File: src/design/bapd_pkg.sv
// Shared types, constants and the CRC function of the bit aligned packet deframer.
`timescale 1ns / 1ps
`default_nettype none
package bapd_pkg;

    localparam int unsigned BYTE_W     = 8;
    localparam int unsigned HIST_W     = 24;
    localparam int unsigned CRC_W      = 16;
    localparam int unsigned LEN_W      = 10;
    localparam int unsigned CFG_ADDR_W = 3;
    localparam int unsigned CFG_DATA_W = 16;

    localparam logic [LEN_W-1:0]  PAYLOAD_LENGTH_RST  = 10'd512;
    localparam logic [7:0]        LENGTH_OVERHEAD_RST = 8'd3;
    localparam logic [CRC_W-1:0]  CRC_POLY_RST        = 16'h1021;
    localparam logic [7:0]        PREAMBLE_FIRST_RST  = 8'hA5;
    localparam logic [7:0]        PREAMBLE_SECOND_RST = 8'h5A;
    localparam logic [HIST_W-1:0] HIST_RST            = 24'hFF_FFFF;

    // Number of bytes of history that hold wire data (0 to 3).
    localparam logic [1:0] FILL_FULL = 2'd3;

    // Header byte positions after the preamble.
    localparam logic [LEN_W-1:0] HDR_LEN_LO = 10'd0;
    localparam logic [LEN_W-1:0] HDR_LEN_HI = 10'd1;
    localparam logic [LEN_W-1:0] HDR_TYPE   = 10'd2;
    localparam logic [LEN_W-1:0] HDR_SEQ    = 10'd3;
    localparam logic [LEN_W-1:0] HDR_STATUS = 10'd4;

    typedef enum logic [2:0] {
        PH_HUNT,
        PH_HEADER,
        PH_PAYLOAD,
        PH_CRC,
        PH_DONE
    } phase_t;

    typedef enum logic [1:0] {
        RC_OK,
        RC_LINKFAIL,
        RC_NOSYNC,
        RC_CRCERR
    } result_code_t;

    typedef enum logic [CFG_ADDR_W-1:0] {
        REG_PAYLOAD_LENGTH,
        REG_LENGTH_OVERHEAD,
        REG_EXPECTED_TYPE,
        REG_EXPECTED_SEQUENCE,
        REG_OK_STATUS_CODE,
        REG_CRC_POLYNOMIAL,
        REG_PREAMBLE_FIRST,
        REG_PREAMBLE_SECOND
    } reg_index_t;

    typedef struct packed {
        logic [LEN_W-1:0] payload_length;
        logic [7:0]       length_overhead;
        logic [7:0]       expected_type;
        logic [7:0]       expected_sequence;
        logic [7:0]       ok_status_code;
        logic [CRC_W-1:0] crc_polynomial;
        logic [7:0]       preamble_first;
        logic [7:0]       preamble_second;
    } cfg_t;

    typedef struct packed {
        logic [BYTE_W-1:0] raw_byte;
        logic              link_error;
        logic              window_end;
    } in_item_t;

    typedef struct packed {
        logic              is_status;
        logic [BYTE_W-1:0] payload_byte;
        result_code_t      result_code;
    } result_t;

    typedef struct packed {
        phase_t phase;
    } core_status_t;

    // One byte into an MSB-first CRC-16 with initial value zero.
    function automatic logic [CRC_W-1:0] crc_feed(
        input logic [CRC_W-1:0]  crc,
        input logic [BYTE_W-1:0] b,
        input logic [CRC_W-1:0]  poly
    );
        logic [CRC_W-1:0] c;
        c = crc ^ {b, 8'h00};
        for (int i = 0; i < BYTE_W; i++) begin
            if (c[CRC_W-1])
                c = {c[CRC_W-2:0], 1'b0} ^ poly;
            else
                c = {c[CRC_W-2:0], 1'b0};
        end
        return c;
    endfunction

endpackage
`default_nettype wire

File: src/design/bapd_cfg.sv
// Configuration register bank of the deframer.
`timescale 1ns / 1ps
`default_nettype none
module bapd_cfg (
    input  wire logic                                clk,
    input  wire logic                                rst_n,
    input  wire logic                                cfg_we,
    input  wire logic [bapd_pkg::CFG_ADDR_W-1:0]     cfg_addr,
    input  wire logic [bapd_pkg::CFG_DATA_W-1:0]     cfg_wdata,
    output bapd_pkg::cfg_t                           cfg
);

    bapd_pkg::cfg_t cfg_reg;
    bapd_pkg::cfg_t cfg_next;

    always_comb
    begin
        cfg_next = cfg_reg;
        if (cfg_we)
        begin
            unique case (bapd_pkg::reg_index_t'(cfg_addr))
                bapd_pkg::REG_PAYLOAD_LENGTH:
                    cfg_next.payload_length = cfg_wdata[bapd_pkg::LEN_W-1:0];
                bapd_pkg::REG_LENGTH_OVERHEAD:
                    cfg_next.length_overhead = cfg_wdata[7:0];
                bapd_pkg::REG_EXPECTED_TYPE:
                    cfg_next.expected_type = cfg_wdata[7:0];
                bapd_pkg::REG_EXPECTED_SEQUENCE:
                    cfg_next.expected_sequence = cfg_wdata[7:0];
                bapd_pkg::REG_OK_STATUS_CODE:
                    cfg_next.ok_status_code = cfg_wdata[7:0];
                bapd_pkg::REG_CRC_POLYNOMIAL:
                    cfg_next.crc_polynomial = cfg_wdata[bapd_pkg::CRC_W-1:0];
                bapd_pkg::REG_PREAMBLE_FIRST:
                    cfg_next.preamble_first = cfg_wdata[7:0];
                bapd_pkg::REG_PREAMBLE_SECOND:
                    cfg_next.preamble_second = cfg_wdata[7:0];
                default:
                    cfg_next = cfg_reg;
            endcase
        end
    end

    always_ff @(posedge clk or negedge rst_n)
    begin
        if (!rst_n)
        begin
            cfg_reg.payload_length    <= bapd_pkg::PAYLOAD_LENGTH_RST;
            cfg_reg.length_overhead   <= bapd_pkg::LENGTH_OVERHEAD_RST;
            cfg_reg.expected_type     <= '0;
            cfg_reg.expected_sequence <= '0;
            cfg_reg.ok_status_code    <= '0;
            cfg_reg.crc_polynomial    <= bapd_pkg::CRC_POLY_RST;
            cfg_reg.preamble_first    <= bapd_pkg::PREAMBLE_FIRST_RST;
            cfg_reg.preamble_second   <= bapd_pkg::PREAMBLE_SECOND_RST;
        end
        else
        begin
            cfg_reg <= cfg_next;
        end
    end

    assign cfg = cfg_reg;

endmodule
`default_nettype wire

File: src/design/bapd_core.sv
// Framing state machine: preamble search, realignment, header check and CRC.
`timescale 1ns / 1ps
`default_nettype none
module bapd_core #(
    parameter int unsigned SEARCH_BITS = 128,
    parameter int unsigned MAX_PAYLOAD = 512
) (
    input  wire logic              clk,
    input  wire logic              rst_n,
    input  wire logic              step,
    input  bapd_pkg::in_item_t     item,
    input  bapd_pkg::cfg_t         cfg,
    output logic                   emit,
    output bapd_pkg::result_t      result,
    output bapd_pkg::core_status_t status
);

    localparam int unsigned LW = bapd_pkg::LEN_W;

    bapd_pkg::phase_t              phase_reg, phase_next;
    logic [bapd_pkg::HIST_W-1:0]   hist_reg, hist_next;
    logic [1:0]                    fill_reg, fill_next;
    logic [2:0]                    lock_reg, lock_next;
    logic [LW-1:0]                 count_reg, count_next;
    logic [bapd_pkg::CRC_W-1:0]    crc_reg, crc_next;
    logic [7:0]                    len_lo_reg, len_lo_next;
    logic [7:0]                    crc_hi_reg, crc_hi_next;

    logic [bapd_pkg::HIST_W-1:0]   hist_shift;
    logic [1:0]                    fill_inc;
    logic [7:0]                    aligned;
    logic [bapd_pkg::CRC_W-1:0]    crc_upd;
    logic [LW-1:0]                 eff_len;
    logic [bapd_pkg::CRC_W-1:0]    want_len;
    logic [LW-1:0]                 count_inc;
    logic                          found;
    logic [2:0]                    found_off;
    logic                          hunt_over;
    logic                          hdr_fail;
    logic                          is_stat;
    logic [7:0]                    pbyte;
    bapd_pkg::result_code_t        code;

    assign hist_shift = {item.raw_byte, hist_reg[bapd_pkg::HIST_W-1:8]};
    assign fill_inc   = (fill_reg == bapd_pkg::FILL_FULL) ? bapd_pkg::FILL_FULL
                                                          : fill_reg + 2'd1;
    assign aligned    = 8'(hist_shift >> (5'd9 + {2'b00, lock_reg}));
    assign crc_upd    = bapd_pkg::crc_feed(crc_reg, aligned, cfg.crc_polynomial);
    assign eff_len    = ({1'b0, cfg.payload_length} > (LW+1)'(MAX_PAYLOAD))
                        ? LW'(MAX_PAYLOAD) : cfg.payload_length;
    assign want_len   = 16'({3'b000, cfg.length_overhead} + {1'b0, eff_len});
    assign count_inc  = count_reg + 1'b1;
    assign hunt_over  = (int'(count_reg) * 8 - 7) >= int'(SEARCH_BITS);

    // Eight offset compares; scanning down leaves the earliest match.
    always_comb
    begin
        int s;
        found     = 1'b0;
        found_off = '0;
        for (int o = 8; o >= 1; o--) begin
            s = int'(count_reg) * 8 + o - 16;
            if ((o + int'(fill_inc) * 8 >= 24) && (s >= 0) && (s < int'(SEARCH_BITS)) &&
                (8'(hist_shift >> o) == cfg.preamble_first) &&
                (8'(hist_shift >> (o + 8)) == cfg.preamble_second))
            begin
                found     = 1'b1;
                found_off = 3'(o - 1);
            end
        end
    end

    always_comb
    begin
        unique case (count_reg)
            bapd_pkg::HDR_LEN_LO: hdr_fail = 1'b0;
            bapd_pkg::HDR_LEN_HI: hdr_fail = {aligned, len_lo_reg} != want_len;
            bapd_pkg::HDR_TYPE:   hdr_fail = aligned != cfg.expected_type;
            bapd_pkg::HDR_SEQ:    hdr_fail = aligned != cfg.expected_sequence;
            default:              hdr_fail = aligned != cfg.ok_status_code;
        endcase
    end

    // Next state and per-window datapath.
    always_comb
    begin
        phase_next  = phase_reg;
        hist_next   = hist_reg;
        fill_next   = fill_reg;
        lock_next   = lock_reg;
        count_next  = count_reg;
        crc_next    = crc_reg;
        len_lo_next = len_lo_reg;
        crc_hi_next = crc_hi_reg;
        emit        = 1'b0;
        is_stat     = 1'b0;
        pbyte       = '0;
        code        = bapd_pkg::RC_OK;
        if (step && (phase_reg != bapd_pkg::PH_DONE))
        begin
            if (item.link_error)
            begin
                emit       = 1'b1;
                is_stat    = 1'b1;
                code       = bapd_pkg::RC_LINKFAIL;
                phase_next = bapd_pkg::PH_DONE;
            end
            else
            begin
                hist_next = hist_shift;
                fill_next = fill_inc;
                unique case (phase_reg)
                    bapd_pkg::PH_HUNT:
                    begin
                        if (found)
                        begin
                            lock_next  = found_off;
                            phase_next = bapd_pkg::PH_HEADER;
                            count_next = '0;
                            crc_next   = '0;
                        end
                        else if (hunt_over)
                        begin
                            emit       = 1'b1;
                            is_stat    = 1'b1;
                            code       = bapd_pkg::RC_NOSYNC;
                            phase_next = bapd_pkg::PH_DONE;
                        end
                        else
                        begin
                            count_next = count_inc;
                        end
                    end
                    bapd_pkg::PH_HEADER:
                    begin
                        crc_next = crc_upd;
                        if (count_reg == bapd_pkg::HDR_LEN_LO)
                            len_lo_next = aligned;
                        if (hdr_fail)
                        begin
                            emit       = 1'b1;
                            is_stat    = 1'b1;
                            code       = bapd_pkg::RC_NOSYNC;
                            phase_next = bapd_pkg::PH_DONE;
                        end
                        else if (count_reg >= bapd_pkg::HDR_STATUS)
                        begin
                            count_next = '0;
                            phase_next = (eff_len == '0) ? bapd_pkg::PH_CRC
                                                         : bapd_pkg::PH_PAYLOAD;
                        end
                        else
                        begin
                            count_next = count_inc;
                        end
                    end
                    bapd_pkg::PH_PAYLOAD:
                    begin
                        emit     = 1'b1;
                        pbyte    = aligned;
                        crc_next = crc_upd;
                        if (count_inc >= eff_len)
                        begin
                            count_next = '0;
                            phase_next = bapd_pkg::PH_CRC;
                        end
                        else
                        begin
                            count_next = count_inc;
                        end
                    end
                    bapd_pkg::PH_CRC:
                    begin
                        if (count_reg == '0)
                        begin
                            crc_hi_next = aligned;
                            count_next  = LW'(1);
                        end
                        else
                        begin
                            emit       = 1'b1;
                            is_stat    = 1'b1;
                            code       = ({crc_hi_reg, aligned} == crc_reg)
                                         ? bapd_pkg::RC_OK : bapd_pkg::RC_CRCERR;
                            phase_next = bapd_pkg::PH_DONE;
                        end
                    end
                    default:
                    begin
                        phase_next = phase_reg;
                    end
                endcase
            end
            // A window that ends with no status yet reports no sync in place of any payload byte.
            if (item.window_end && !(emit && is_stat))
            begin
                emit    = 1'b1;
                is_stat = 1'b1;
                code    = bapd_pkg::RC_NOSYNC;
                pbyte   = '0;
            end
        end
        if (step && item.window_end)
        begin
            phase_next  = bapd_pkg::PH_HUNT;
            hist_next   = bapd_pkg::HIST_RST;
            fill_next   = '0;
            lock_next   = '0;
            count_next  = '0;
            crc_next    = '0;
            len_lo_next = '0;
            crc_hi_next = '0;
        end
    end

    // Result fields.
    always_comb
    begin
        result.is_status    = is_stat;
        result.payload_byte = is_stat ? 8'h00 : pbyte;
        result.result_code  = is_stat ? code : bapd_pkg::RC_OK;
        status.phase        = phase_reg;
    end

    always_ff @(posedge clk or negedge rst_n)
    begin
        if (!rst_n)
        begin
            phase_reg  <= bapd_pkg::PH_HUNT;
            hist_reg   <= bapd_pkg::HIST_RST;
            fill_reg   <= '0;
            lock_reg   <= '0;
            count_reg  <= '0;
            crc_reg    <= '0;
            len_lo_reg <= '0;
            crc_hi_reg <= '0;
        end
        else
        begin
            phase_reg  <= phase_next;
            hist_reg   <= hist_next;
            fill_reg   <= fill_next;
            lock_reg   <= lock_next;
            count_reg  <= count_next;
            crc_reg    <= crc_next;
            len_lo_reg <= len_lo_next;
            crc_hi_reg <= crc_hi_next;
        end
    end

endmodule
`default_nettype wire

File: src/design/bapd_out.sv
// Result register that drives the master-side stream.
`timescale 1ns / 1ps
`default_nettype none
module bapd_out (
    input  wire logic          clk,
    input  wire logic          rst_n,
    input  wire logic          load,
    input  bapd_pkg::result_t  result,
    output logic               free,
    output logic               m_tvalid,
    input  wire logic          m_tready,
    output logic [15:0]        m_tdata,
    output logic [0:0]         m_tuser
);

    logic              valid_reg, valid_next;
    bapd_pkg::result_t data_reg;

    assign free = !valid_reg || m_tready;

    always_comb
    begin
        valid_next = valid_reg;
        if (load)
            valid_next = 1'b1;
        else if (m_tready)
            valid_next = 1'b0;
    end

    always_ff @(posedge clk or negedge rst_n)
    begin
        if (!rst_n)
            valid_reg <= 1'b0;
        else
            valid_reg <= valid_next;
    end

    always_ff @(posedge clk)
    begin
        if (load)
            data_reg <= result;
    end

    assign m_tvalid = valid_reg;
    assign m_tdata  = {6'b000000, data_reg.result_code, data_reg.payload_byte};
    assign m_tuser  = data_reg.is_status;

endmodule
`default_nettype wire

File: src/design/bit_aligned_packet_deframer_top.sv
// An accepted beat passes the input register and then the result register to the master side.
// Throughput: one beat per cycle while results are taken; at most one result per input beat.
// A result beat that waits holds the core; the input register takes one more beat and
// then the slave side stalls until the master side takes the result.
// Reset (rst_n low, asynchronous) restores the default registers and starts a
// fresh capture window in the hunt state; no clearing pass is needed.
`timescale 1ns / 1ps
`default_nettype none
module bit_aligned_packet_deframer_top #(
    parameter int unsigned SEARCH_BITS = 128,
    parameter int unsigned MAX_PAYLOAD = 512
) (
    input  wire logic        clk,
    input  wire logic        rst_n,
    input  wire logic        s_tvalid,
    output logic             s_tready,
    input  wire logic [7:0]  s_tdata,   // [7:0] raw_byte
    input  wire logic [0:0]  s_tuser,   // [0] link_error
    input  wire logic        s_tlast,
    output logic             m_tvalid,
    input  wire logic        m_tready,
    output logic [15:0]      m_tdata,   // [7:0] payload_byte, [9:8] result_code
    output logic [0:0]       m_tuser,   // [0] is_status
    input  wire logic        cfg_we,
    input  wire logic [2:0]  cfg_addr,
    input  wire logic [15:0] cfg_wdata
);

    bapd_pkg::cfg_t         cfg;
    bapd_pkg::in_item_t     item_reg;
    bapd_pkg::result_t      result;
    bapd_pkg::core_status_t status;
    logic                   in_valid_reg, in_valid_next;
    logic                   out_free;
    logic                   step;
    logic                   emit;
    logic                   s_accept;

    assign step     = in_valid_reg && out_free;
    assign s_tready = !in_valid_reg || out_free;
    assign s_accept = s_tvalid && s_tready;

    always_comb
    begin
        in_valid_next = in_valid_reg;
        if (s_accept)
            in_valid_next = 1'b1;
        else if (step)
            in_valid_next = 1'b0;
    end

    always_ff @(posedge clk or negedge rst_n)
    begin
        if (!rst_n)
            in_valid_reg <= 1'b0;
        else
            in_valid_reg <= in_valid_next;
    end

    always_ff @(posedge clk)
    begin
        if (s_accept)
        begin
            item_reg.raw_byte   <= s_tdata;
            item_reg.link_error <= s_tuser[0];
            item_reg.window_end <= s_tlast;
        end
    end

    bapd_cfg u_cfg (
        .clk       (clk),
        .rst_n     (rst_n),
        .cfg_we    (cfg_we),
        .cfg_addr  (cfg_addr),
        .cfg_wdata (cfg_wdata),
        .cfg       (cfg)
    );

    bapd_core #(
        .SEARCH_BITS (SEARCH_BITS),
        .MAX_PAYLOAD (MAX_PAYLOAD)
    ) u_core (
        .clk    (clk),
        .rst_n  (rst_n),
        .step   (step),
        .item   (item_reg),
        .cfg    (cfg),
        .emit   (emit),
        .result (result),
        .status (status)
    );

    bapd_out u_out (
        .clk      (clk),
        .rst_n    (rst_n),
        .load     (step && emit),
        .result   (result),
        .free     (out_free),
        .m_tvalid (m_tvalid),
        .m_tready (m_tready),
        .m_tdata  (m_tdata),
        .m_tuser  (m_tuser)
    );

`ifndef SYNTHESIS
    // The end of a window always returns the framer to the hunt state.
    a_window_end_hunt: assert property (@(posedge clk) disable iff (!rst_n)
        (step && item_reg.window_end) |=> (status.phase == bapd_pkg::PH_HUNT))
        else $error("framer not back in hunt after window end");

    // A window that ends before the status went out still reports a status beat.
    a_window_end_status: assert property (@(posedge clk) disable iff (!rst_n)
        (step && item_reg.window_end && (status.phase != bapd_pkg::PH_DONE))
        |=> (m_tvalid && m_tuser[0]))
        else $error("window end without a status beat");

    // A payload beat never carries a result code.
    a_payload_code: assert property (@(posedge clk) disable iff (!rst_n)
        (m_tvalid && !m_tuser[0]) |-> (m_tdata[9:8] == bapd_pkg::RC_OK))
        else $error("payload beat with nonzero result code");

    // Once the status is out, further bytes of the window give no result.
    a_done_silent: assert property (@(posedge clk) disable iff (!rst_n)
        (step && (status.phase == bapd_pkg::PH_DONE)) |-> !emit)
        else $error("result emitted after status");
`endif

endmodule
`default_nettype wire
File: config.mk
export PLATFORM = sky130hd
export DESIGN_NAME = bit_aligned_packet_deframer_top
export DESIGN_NICKNAME = d
export VERILOG_FILES = /design/src/design/bapd_pkg.sv /design/src/design/bapd_cfg.sv /design/src/design/bapd_core.sv /design/src/design/bapd_out.sv /design/src/design/bit_aligned_packet_deframer_top.sv
export SDC_FILE = /design/constraint.sdc
export NUM_CORES = 1
export LEC_CHECK = 0
export ABC_AREA = 1
export BUFFER_PORTS_ARGS = -buffer_cell sky130_fd_sc_hd__buf_2
export CAP_MARGIN = 20
export CELL_PAD_IN_SITES_DETAIL_PLACEMENT = 1
export CELL_PAD_IN_SITES_GLOBAL_PLACEMENT = 1
export CORE_MARGIN = 3
export CORE_UTILIZATION = 46
export CTS_CLUSTER_SIZE = 40
export DETAILED_ROUTE_END_ITERATION = 16
export PLACE_DENSITY = 0.88
export SYNTH_ARGS = -nofsm -noshare
export SYNTH_HDL_FRONTEND = slang
export SYNTH_HIERARCHICAL = 1
export SYNTH_SLANG_ARGS = --single-unit
File: constraint.sdc
create_clock -name clk -period 5.6 [get_ports clk]
set_clock_uncertainty 0.1 [all_clocks]
set_input_delay 0.56 -clock clk [delete_from_list [all_inputs] [get_ports clk]]
set_output_delay 0.56 -clock clk [all_outputs]
set_load 0.005 [all_outputs]
==> impl_metrics.tcl <==
set metrics [dict create \
    p_leak_nw 7.32 \
    viasPerCell 5.78 \
    grt_pass1_wl_um 77400 \
    first_global_vias 14300 \
    fin_tns_setup_ps 0 \
    synthFlopType "dfrtp_1" \
    tightest_slew_ps 1040 \
    gp_congestion 0.994 \
    worst-path-buf-inv 3 \
    dr.pass1.iters 6 \
    cts_tree "yes" \
    die_area_mm2 0.0312 \
    finalCritPeriodShare 0.900 \
    clk_pin_slew_worst_paths_ps 70 \
    syn_inst 2023 \
    outcome "complete, no violations" \
    cp-end-kind "flip-flop" \
    cts_root_buf "clkbuf_16" \
    grt_overflow 0 \
    critPathMaxStageDelay_ps 520 \
    fin_util 0.505 \
    wl_met1_um 21600 \
    maxSlewHeadroom 0.306 \
    grt_max_degree 90 \
    io_pins 53 \
    port_buffers 46 \
    placementRows 61 \
    vias 13800 \
    fin_cells 2397 \
    critical_path_class "reg -> reg" \
    rsz0062_at_grt "no" \
    coreArea_mm2 0.0282 \
    seq_area_frac_synth 0.313 \
    syn_to_final_growth_pct 6.51 \
    numCtsBuffers 17 \
    layout-drive-gt1-share 0.0956 \
    max-clock-path-buffers 2 \
    syn_area_mm2 0.0134 \
    synth_cell_types 59 \
    drtIter0Drc 1043 \
    postLayoutCellArea_mm2 0.0143 \
    finalSetupViolations 0 \
    maxUsedRoutingLayer "met4" \
    cp_slowest_cell "nor2_2" \
    yosysWarnings 6 \
    path_common_cell "nand2_1" \
    drc_errors 0 \
    antenna_found_initial 0 \
    ir_drop_v 0.000222 \
    wl_per_cell_um 20.4 \
    cp-start-kind "flip-flop" \
    start_util 0.474 \
    dpl-instance-area_mm2 0.0136 \
    ant_nets 0 \
    holdBufCountCts 0 \
    ys_ff_latch 162 \
    htreeDepth 4 \
    dieHeight_um 177 \
    max-cap-violations 0 \
    crit_fanout 12 \
    arrival_ps 5010 \
    finalHoldViolations 0 \
    diodes 0 \
    wl_met3_um 3450 \
    min_period_ps 5040 \
    power_density_mw_per_mm2 431 \
    dp_hpwl_um 36100 \
    hold_ws_ps 89.8 \
    min_path_type "in -> async" \
    drt-total-wl_um 49000 \
    ys_async_sr_fraction 0.870 \
    crit_chain "nor4_1 -> nand4_1 -> nand2_1 -> inv_1 -> nor2_1 -> ha_1 -> inv_1 -> fa_1 -> o21bai_1 -> a21oi_1 -> o21ai_0 -> a21oi_1 -> o21ai_0 -> xnor2_1 -> nor2_1 -> nand4_1 -> o21bai_1 -> nand2_1 -> nand2_1 -> nand2_1 -> nor2_1 -> a41oi_1 -> inv_1 -> nor2_2" \
    worst_path_dominant_cell_family "simple AND/OR/NAND/NOR gates" \
    wl_met2_um 22400 \
    cts.sinks 162 \
    dp.cells 2361 \
    clkLatencyLatePin_ps 450 \
    track_usage 0.315 \
    worstPathRequired_ps 5570 \
    synth_edf_count 21 \
    timing.fmax_mhz 198 \
    finalNetCount 2064 \
    syn_area_per_cell_um2 6.62 \
    largest_reg_flops 74 \
    slew_violations 0 \
    die_w_um 177 \
]
## cells in the mapped netlist, drive strengths merged, types with 2 or more instances
| cell | n | area [um2] |
|---|---|---|
| dfstp | 29 | 762 |
| nand3 | 250 | 1330 |
| a31oi | 3 | 18.8 |
| o21a | 3 | 22.5 |
| inv | 231 | 872 |
| a2111oi | 7 | 61.3 |
| o21bai | 3 | 22.5 |
| a22oi | 13 | 97.6 |
| o22ai | 6 | 37.5 |
| or4 | 6 | 45.0 |
| clkbuf | 39 | 146 |
| a21oi | 23 | 115 |
| nand4 | 38 | 238 |
| a21boi | 2 | 15.0 |
| xor2 | 92 | 806 |
| o21ai | 60 | 300 |
| xnor2 | 44 | 385 |
| o211ai | 2 | 15.0 |
| a22o | 2 | 17.5 |
| dfrtp | 112 | 2800 |
| nor3b | 5 | 37.5 |
| or2 | 5 | 31.3 |
| a211oi | 3 | 22.5 |
| nor4 | 25 | 163 |
| nand3b | 3 | 22.5 |
| nand2 | 733 | 2840 |
| ha | 23 | 288 |
| buf | 69 | 470 |
| and3 | 4 | 25.0 |
| edfxtp | 21 | 631 |
| nor2 | 128 | 505 |
| nor3 | 26 | 135 |
## cells in the final DEF (no fill, tap or decap), types with 17 or more instances in the layout
cell type and n:
nor2_1 119, dfrtp_1 110, nand2_1 708, o21ai_0 59, buf_4 20, nand4_1 38
edfxtp_1 21, nor3_1 25, nor4_1 24, clkbuf_16 17, xnor2_1 44, a21oi_1 23
nand3_1 238, ha_1 23, xor2_1 92, dfstp_2 29, buf_2 45, inv_1 222
nand2_2 19
## per-layer routing
layer | global-route usage | vias to the layer above
li1 | - | 6408
met1 | 0.425 | 6859
met2 | 0.510 | 474
met3 | 0.0622 | 103
met4 | 0.105 | 0
met5 | 0 | -
## cells by family after synthesis
logic type / synth area share
other: 0.000280
DFF: 0.313
and+or+nand+nor: 0.402
xor gates and xnor gates: 0.0890
buffers and inverters: 0.111
AOI/OAI and AO/OA: 0.0609
adders and majority gates: 0.0230
## final cells by class
| cell class | count | area, um2 |
|---|---|---|
| flip-flops and latches | 162 | 4200 |
| repair buffers | 67 | 394 |
| fillers | 3822 | 14000 |
| inverters | 232 | 876 |
| multi-input cells | 1526 | 7730 |
| clock buffers | 17 | 425 |
| clock inverters | 15 | 163 |
| well taps | 378 | 473 |
## through the flow
stage	worst slack, ps	power [mW]
after floorplan	1540	4.11
after detailed placement	399	4.88
after global routing	11.4	6.62
after CTS	399	6.10
after global placement	691	4.69
final	560	6.15
## power breakdown
group | total [mW] | leakage (nW) | internal [mW] | switching [mW]
Combinational | 3.09 | 5.10 | 1.01 | 2.09
Clock | 1.18 | 0.282 | 0.597 | 0.583
Sequential | 1.88 | 1.95 | 1.44 | 0.443
## path summary, 6_finish.rpt
check                               from                  to  slack [ps]  cells past startpoint
setup / recovery           u_cfg/cfg[66]       u_out/m_tuser         560                     24
hold / removal                     rst_n       u_cfg/cfg[50]          90                      1
setup reg to reg           u_cfg/cfg[66]       u_out/m_tuser         560                     24
hold reg to reg            u_cfg/cfg[37]       u_cfg/cfg[37]         380                      2
max in group asynchronous          rst_n  u_core/lock_reg[0]        4020                      2
min in group clk              s_tdata[1]         item_reg[3]         190                      1
## repair_timing
item,4_1_cts,5_1_grt
resized for setup,0,5
hold endpoints to repair,0,0
setup endpoints to repair,0,33
buffers inserted,0,2
No activity file was read; power rests on OpenSTA's default activity.
